`src/hw/rtl/imsu_pkg.sv`:
```
// ----------------------------------------------------------------------------
// imsu_pkg
// Shared types and constants for the Ising Metropolis spin update block:
// lattice geometry, channel payloads and controller/datapath command bundles.
// ----------------------------------------------------------------------------
package imsu_pkg;

  // Lattice geometry (side is a power of two so wrap is plain modular math)
  localparam int unsigned SIDE_LOG2 = 6;
  localparam int unsigned SIDE      = 1 << SIDE_LOG2;
  localparam int unsigned CELL_AW   = 2 * SIDE_LOG2;
  localparam int unsigned CELLS     = 1 << CELL_AW;

  // Field widths
  localparam int unsigned SITE_W = 12;
  localparam int unsigned FRAC_W = 16;
  localparam int unsigned THR_W  = 16;
  localparam int unsigned PROD_W = 4;

  // Site width wide enough to hold any cell index or any input site
  localparam int unsigned EXT_W = (CELL_AW > SITE_W) ? CELL_AW : SITE_W;

  // Configuration port
  localparam int unsigned CFG_AW = 3;
  localparam int unsigned CFG_DW = 32;

  // Mode codes
  localparam logic MODE_TRIAL = 1'b0;
  localparam logic MODE_READ  = 1'b1;

  // Spin RAM address source
  typedef enum logic [2:0] {
    NB_UP,
    NB_DOWN,
    NB_LEFT,
    NB_RIGHT,
    NB_CENTER
  } nb_sel_e;

  // Input item
  typedef struct packed {
    logic              mode;
    logic [SITE_W-1:0] site;
    logic [FRAC_W-1:0] random_fraction;
  } in_t;

  // Result item
  typedef struct packed {
    logic                     flipped;
    logic                     spin_after;
    logic signed [PROD_W-1:0] local_product;
  } out_t;

  // Controller -> datapath
  typedef struct packed {
    logic    clear_wr;   // write +1 at clear counter, advance counter
    logic    load;       // capture input item, reset neighbour count
    logic    rd_en;      // issue spin RAM read
    nb_sel_e rd_sel;     // which site to read
    logic    use_input;  // address from input payload instead of held site
    logic    acc_en;     // add last read spin into neighbour count
    logic    finish;     // decide, write back, load result register
  } cmd_t;

  // Datapath -> controller
  typedef struct packed {
    logic clear_done;    // clear counter on last cell
    logic out_full;      // result register holds an untaken result
  } status_t;

endpackage

```
`src/hw/rtl/imsu_ctrl.sv`:
```
// ----------------------------------------------------------------------------
// imsu_ctrl
// Sequencer for the spin update: clearing pass after reset, then per input
// item four neighbour reads, one center read and a decide/write-back step.
// ----------------------------------------------------------------------------
module imsu_ctrl (
  input  logic              clk_i,
  input  logic              rst_ni,
  input  logic              in_valid_i,
  output logic              in_ready_o,
  input  imsu_pkg::status_t status_i,
  output imsu_pkg::cmd_t    cmd_o
);

  typedef enum logic [2:0] {
    S_CLEAR,
    S_IDLE,
    S_DOWN,
    S_LEFT,
    S_RIGHT,
    S_CENTER,
    S_DECIDE
  } state_e;

  state_e state_q, state_d;

  // Next state and command decode
  always_comb begin
    state_d         = state_q;
    cmd_o           = '0;
    cmd_o.rd_sel    = imsu_pkg::NB_UP;
    in_ready_o      = 1'b0;
    case (state_q)
      S_CLEAR: begin
        cmd_o.clear_wr = 1'b1;
        if (status_i.clear_done) begin
          state_d = S_IDLE;
        end
      end
      S_IDLE: begin
        in_ready_o = 1'b1;
        if (in_valid_i) begin
          cmd_o.load      = 1'b1;
          cmd_o.rd_en     = 1'b1;
          cmd_o.use_input = 1'b1;
          cmd_o.rd_sel    = imsu_pkg::NB_UP;
          state_d         = S_DOWN;
        end
      end
      S_DOWN: begin
        cmd_o.rd_en  = 1'b1;
        cmd_o.rd_sel = imsu_pkg::NB_DOWN;
        cmd_o.acc_en = 1'b1;
        state_d      = S_LEFT;
      end
      S_LEFT: begin
        cmd_o.rd_en  = 1'b1;
        cmd_o.rd_sel = imsu_pkg::NB_LEFT;
        cmd_o.acc_en = 1'b1;
        state_d      = S_RIGHT;
      end
      S_RIGHT: begin
        cmd_o.rd_en  = 1'b1;
        cmd_o.rd_sel = imsu_pkg::NB_RIGHT;
        cmd_o.acc_en = 1'b1;
        state_d      = S_CENTER;
      end
      S_CENTER: begin
        cmd_o.rd_en  = 1'b1;
        cmd_o.rd_sel = imsu_pkg::NB_CENTER;
        cmd_o.acc_en = 1'b1;
        state_d      = S_DECIDE;
      end
      S_DECIDE: begin
        // hold until the result register can take the new result
        cmd_o.rd_sel = imsu_pkg::NB_CENTER;
        if (!status_i.out_full) begin
          cmd_o.finish = 1'b1;
          state_d      = S_IDLE;
        end
      end
      default: begin
        state_d = S_CLEAR;
      end
    endcase
  end

  // State register
  always_ff @(posedge clk_i or negedge rst_ni) begin
    if (!rst_ni) begin
      state_q <= S_CLEAR;
    end else begin
      state_q <= state_d;
    end
  end

endmodule

```
`config.mk`:
```
export PLATFORM = sky130hd
export DESIGN_NAME = imsu_ctrl
export DESIGN_NICKNAME = d
export VERILOG_FILES = /design/src/hw/rtl/imsu_pkg.sv /design/src/hw/rtl/imsu_ctrl.sv
export SDC_FILE = /design/constraint.sdc
export NUM_CORES = 1
export LEC_CHECK = 0
export BUFFER_PORTS_ARGS = -buffer_cell sky130_fd_sc_hd__buf_2
export CAP_MARGIN = 20
export CORE_AREA = 2 2 39 41
export CTS_BUF_LIST = sky130_fd_sc_hd__clkbuf_16
export DETAILED_ROUTE_END_ITERATION = 10
export DIE_AREA = 0 0 41 43
export HOLD_SLACK_MARGIN = 0.1
export PLACE_DENSITY = 0.47
export SLEW_MARGIN = 10
export SYNTH_ARGS = -nofsm -noshare
export SYNTH_HDL_FRONTEND = slang
export SYNTH_SLANG_ARGS = --single-unit
```
`constraint.sdc`:
```
create_clock -name clk_i -period 1.5 [get_ports clk_i]
set_input_delay 0.225 -clock clk_i [delete_from_list [all_inputs] [get_ports clk_i]]
set_output_delay 0.225 -clock clk_i [all_outputs]
set_load 0.005 [all_outputs]
```
==> out/summary.txt, run 1 <==
Total Routing Usage GR: 0.07746
Final Hold Viols: 0
Drt initial violations: 1
Number of synthesized register bits: 3
TNS Setup: 0 ns
Site Rows: 14
Clk_lat worst skew: 0.22 ns
Outcome: finished clean
Max cap viols: 0
Area Overhead vs Synth: 67.80%
Pin count of the biggest net entering global routing: 15
Clock slew at reported path FFs: 0.03 ns
Post-Route WL: 631 um
Most frequent cells in the layout: buf_2 (14), nand2b_1 (3), clkbuf_16 (3), dfrtp_2 (3)
Clock sink count: 3
Seq/Total Area, Yosys: 0.2927
Vias in the first global route: 209
ANT nets after route: 0
Via count: 279
CTS Buf Count: 3
# DRC: 0
Clock tree buffer depth: 2
Crit path largest cell delay: 0.47 ns
Net Count, Synth: 37
WS Path Type: flip-flop to output pin
Cells after synthesis: 32
Via-to-Cell Ratio: 4.292
Top reg by flops: state_q
TritonCTS clock tree: done
Clk root buf: clkbuf_16
Io pins: 15
Final setup vio count: 0
Hold Path Class: primary input to flip-flop
Syn_area_per_cell: 8.016 um^2
Fin area: 430.4 um^2
Nets: 55
Tmin final: 1.399 ns
Post-Syn Area: 256.5 um^2
Top Registers: state_q x3
Worst Path Max Fanout: 12
Max FFs per register: 3
Antenna diodes: 0
WL/cell: 9.708 um
Die footprint: 1763 um^2
Grt total ovfl: 0
Initial Utilization: 0.1854
Slew headroom: 0.7945
GP Congestion: 0.5898
Die width: 41 um
Slew @ Worst Pin: 0.3043 ns
Final Cycle Share: 0.9326
Port Buf Inserts: 14
Critical path's slowest cell: dfrtp_2
Core Footprint: 1384 um^2
Crit end category: output pin
Pleak: 0.0002189 uW
Pre-antenna DRT Iters: 4
First-pass GRT wire length: 869 um
Power per cell area: 2570 nW/um^2
Worst path cell trace: nand2b_1, nor3b_1, buf_2
CP startpoint kind: flip-flop
Die Y: 43 um
Slew Viols, Final: 0
Initial antenna violation count: 0
Worst Skew: 0.0002555 ns
Max rail drop VDD: 0.001031 V
Critical path data required time: 1.27 ns
Ys Warns: 0
H-Tree Depth: 1
Layout cells sized above 1: 0.4694
Crit path DAT: 1.17 ns
Commonest non-fill, non-tap cell in the layout: buf_2
Yosys cell types: 20
Placed cell areas: 317.8 um^2
RSZ-0062 raised after global routing: false
Max frequency: 0.7149 GHz
==> final timing paths <==
| kind | start | endpoint | cells past startpoint | slack [ns] |
|---|---|---|---|---|
| min reg2reg | state_q[2] | state_q[0] | 1 | 0.62 |
| max reg2reg | state_q[1] | state_q[0] | 2 | 0.39 |
| min | status_i[1] | state_q[0] | 3 | 0.31 |
| max in group asynchronous | rst_ni | state_q[1] | 2 | 1.06 |
| min in group asynchronous | rst_ni | state_q[2] | 2 | 0.33 |
| max | state_q[0] | cmd_o[0] | 3 | 0.10 |
==> worst max-delay path: cells and delay by family (launching register included) <==
| kind | cells | cell delay [ns] |
|---|---|---|
| and+or+nand+nor | 2 | 0.35 |
| buffers and inverters | 1 | 0.14 |
| DFF | 1 | 0.47 |
==> cells in the mapped netlist (all sizes together) <==
| library cell | instances | area [um^2] |
|---|---|---|
| a211oi | 1 | 7.510 |
| a21boi | 1 | 7.510 |
| a21o | 2 | 15.01 |
| a21oi | 2 | 10.01 |
| and2 | 1 | 6.260 |
| buf | 4 | 28.78 |
| dfrtp | 3 | 75.07 |
| inv | 1 | 3.750 |
| nand2 | 1 | 3.750 |
| nand2b | 3 | 18.77 |
| nor2 | 2 | 7.510 |
| nor2b | 2 | 12.51 |
| nor3 | 1 | 5.000 |
| nor3b | 2 | 15.01 |
| o21ai | 2 | 10.01 |
| o22ai | 2 | 12.51 |
| o41ai | 1 | 8.760 |
| xor2 | 1 | 8.760 |
==> metrics by stage <==
stage	hold slack (ns)	util	std cells	power, uW	setup WS, ns
finish	0.3149	0.3110	65	1106	0.1011
CTS	0.3259	0.2966	63	1076	0.02970
detailed placement	0.02438	0.2297	58	646.1	0.2158
global placement	0.02270	0.2297	58	643.0	0.2524
global route	0.3391	0.3110	65	1197	0.002217
floorplan	-0.07059	-	32	520.8	0.2935
==> report_power, final <==
group	switching (uW)	internal, uW	leakage [uW]	total [uW]
sequential	129	130	0.0000333	259
clock	67.9	343	0.0000423	411
combinational	171	265	0.000143	436
==> kinds of logic after synthesis <==
family                    share of synthesized area
and+or+nand+nor                              0.2683
AOI/OAI and AO/OA                            0.2781
xor gates and xnor gates                    0.03415
buffers and inverters                        0.1268
DFF                                          0.2927
==> timing repair <==
item / in CTS / in global routing
setup buffers: 0 / 2
hold buffers: 1 / 0
hold endpoints to repair: 3 / 0
endpoints found under the setup margin: 2 / 2
resized for setup: 3 / 1
==> per-layer routing <==
layer / global-route usage / vias to the layer above / wire [um]
met5: 0 / - / 0
met4: 0.1000 / 0 / 0
met3: 0.01571 / 0 / 44
met2: 0.09063 / 9 / 326
met1: 0.09709 / 127 / 261
li1: - / 143 / -
==> layout make-up <==
class / instances / area, um^2
clock buffers: 3 / 75.07
clock inverters: 1 / 3.754
fillers: 155 / 953.4
inverters: 1 / 3.754
multi-input cells: 24 / 153.9
flip-flops and latches: 3 / 78.83
well taps: 16 / 20.02
repair buffers: 17 / 95.09
Note: power is estimated with default switching activity, not from simulation.
==> run 2: changes to the inputs <==
--- a/config.mk
+++ b/config.mk
@@ -5,14 +5,14 @@
 export SDC_FILE = /design/constraint.sdc
 export NUM_CORES = 1
 export LEC_CHECK = 0
-export BUFFER_PORTS_ARGS = -buffer_cell sky130_fd_sc_hd__buf_2
 export CAP_MARGIN = 20
 export CORE_AREA = 2 2 39 41
 export CTS_BUF_LIST = sky130_fd_sc_hd__clkbuf_16
 export DETAILED_ROUTE_END_ITERATION = 10
 export DIE_AREA = 0 0 41 43
+export DONT_BUFFER_PORTS = 1
 export HOLD_SLACK_MARGIN = 0.1
-export PLACE_DENSITY = 0.47
+export PLACE_DENSITY = 0.37
 export SLEW_MARGIN = 10
 export SYNTH_ARGS = -nofsm -noshare
 export SYNTH_HDL_FRONTEND = slang
==> run 2 against run 1 <==
Compared with the run above: critical path depth is 1 lower; utilization is 6.0 points lower; clock skew is 0.0026 ns higher; first-iteration DRC count grew to 7.0 times the previous value; global-route usage is 0.39 points higher; sequential power hardly changed; combinational power is 32% lower; routed wire length is 4.3% lower.
==> out/summary.txt, run 2 (synthesis results as in run 1) <==
Outcome: finished clean
Worst Path Max Fanout: 14 (+2)
Slew @ Worst Pin: 0.2750 ns (-0.02927 ns)
Final Hold Viols: 0 (unchanged)
Pleak: 0.0001476 uW (-33%)
End point of the critical path: cmd_o[7]
Most used routing layer: met2
Clk_lat worst skew: 0.22 ns (about the same)
Dpl ws: 0.2466 ns (+0.03081 ns)
ANT nets after route: 0 (unchanged)
Met1 track demand over resource: 0.08360 (-0.01349)
Max rail drop VDD: 0.0007991 V (-22%)
R2R cell count: 2 (unchanged)
Fin area: 347.8 um^2 (-19%)
Hold Path Class: primary input to flip-flop
Die width: 41 um (unchanged)
Top reg by flops: state_q
Core Footprint: 1384 um^2 (unchanged)
First-pass GRT wire length: 903 um (+3.9%)
CP startpoint kind: flip-flop
Pre-antenna DRT Iters: 3 (-1)
Register area: 78.83 um^2 (unchanged)
Clock sink count: 3 (unchanged)
Worst Skew: 0.002877 ns (+0.002621 ns)
Area Overhead vs Synth: 35.61%
Slew Viols, Final: 0 (unchanged)
Vias in the first global route: 210 (+0.48%)
TNS Setup: 0 ns (unchanged)
Crit path DAT: 1.19 ns (+0.02 ns)
RR Endpoint: state_q[0]
Port Buf Inserts: 0 (-14)
Final setup vio count: 0 (unchanged)
Critical path data required time: 1.27 ns (about the same)
Final setup margin: 0.08625 ns (-0.01487 ns)
Slew headroom: 0.8143 (+0.01977)
Setup crit start: state_q[2]
Most frequent cells in the layout: nand2b_1 (3), clkbuf_16 (3), dfrtp_2 (3)
Io pins: 15 (unchanged)
Post-Route WL: 604 um (-4.3%)
Site Rows: 14 (unchanged)
Pin count of the biggest net entering global routing: 15 (unchanged)
Final Cycle Share: 0.9425 (+0.009916)
TritonCTS clock tree: done
Max cap viols: 0 (unchanged)
Placed cell areas: 255.2 um^2 (-20%)
Hold path cells: 3 (unchanged)
Grt met3 use: 0.07330 (+0.05759)
HPWL after DPL: 428.9 um
Clock tree buffer depth: 2 (unchanged)
H-Tree Depth: 1 (unchanged)
Total Routing Usage GR: 0.08133 (+0.003861)
CTS Buf Count: 3 (unchanged)
Nets: 40 (-27%)
Fillers: 147 (-5.2%)
WL/cell: 12.08 um (+24%)
Grt met2 use: 0.1094 (+0.01875)
Clock slew at reported path FFs: 0.03 ns (about the same)
Max FFs per register: 3 (unchanged)
Via-to-Cell Ratio: 4.620 (+7.6%)
Area of the multi-input gates: 148.9 um^2 (-3.3%)
Initial antenna violation count: 0 (unchanged)
Grt total ovfl: 0 (unchanged)
Setup Buffers After CTS: 0 (unchanged)
Die footprint: 1763 um^2 (unchanged)
Max frequency: 0.7073 GHz (-1.1%)
Top Registers: state_q x3
Via count: 231 (-17%)
Die Y: 43 um (unchanged)
Tmin final: 1.414 ns (+0.01487 ns)
Clk root buf: clkbuf_16
Worst R2R Setup Slack: 0.40 ns (about the same)
GP Congestion: 0.7156 (+21%)
# DRC: 0 (unchanged)
Power per cell area: 2796 nW/um^2 (+8.8%)
Initial Utilization: 0.1854 (unchanged)
RSZ-0062 raised after global routing: false
Crit end category: output pin
WS Path Type: flip-flop to output pin
Layout cells sized above 1: 0.2059 (-0.2635)
Antenna diodes: 0 (unchanged)
Drt initial violations: 7 (+6)
Reg2reg start: state_q[2]
run 2: changes by cell type in the layout (fill, tap and decap cells not counted), sizes merged:
cell,before,now
buf,16,1
run 2: worst min path at each step:
stage	from	to	slack, ns
after floorplan	rst_ni	state_q[0]	-0.07
after global placement	rst_ni	state_q[0]	-0.07
after detailed placement	rst_ni	state_q[0]	-0.07
after CTS	in_valid_i	state_q[0]	0.20
after global routing	in_valid_i	state_q[0]	0.21
final	in_valid_i	state_q[0]	0.19
run 2: cell type report:
type / instances / share of cell area
multi-input cells: 24 / 0.4281
flip-flops and latches: 3 / 0.2266
clock buffers: 3 / 0.2158
well taps: 16 / 0.05755
repair buffers: 2 / 0.05036
clock inverters: 1 / 0.01079
inverters: 1 / 0.01079
run 2: what timing repair did:
item / CTS / global route
hold buffers: 1 / 0
endpoints found under the hold margin: 3 / 0
endpoints found under the setup margin: 0 / 4
gates resized for setup: 0 / 3
run 2: per-layer routing:
metal | routed length [um] | vias to the layer above | part of all wire
li1 | - | 116 | -
met2 | 281 | 10 | 0.47
met1 | 248 | 105 | 0.41
met3 | 74 | 0 | 0.12
met5 | 0 | - | 0
met4 | 0 | 0 | 0
run 2: per-stage QoR:
step | total power (uW) | instances | utilization | hold WS (ns)
4_1_cts | 978.1 | 50 | 0.2486 | 0.1965
3_5_place_dp | 551.0 | 45 | 0.1844 | -0.07052
5_1_grt | 1058 | 50 | 0.2514 | 0.2070
2_1_floorplan | 520.8 | 32 | - | -0.07059
6_report | 972.4 | 50 | 0.2514 | 0.1908
3_3_place_gp | 549.8 | 45 | 0.1844 | -0.07050
run 2: critical path, stage by stage (launching register included):
cell and delay, ns:
dfrtp_2 0.49, nor3b_1 0.27, and2_1 0.21
run 2: power by group:
part	switching, uW	total (uW)	internal (uW)
combinational	139	298	159
clock	72.2	416	344
sequential	129	258	130
total	340	972	632
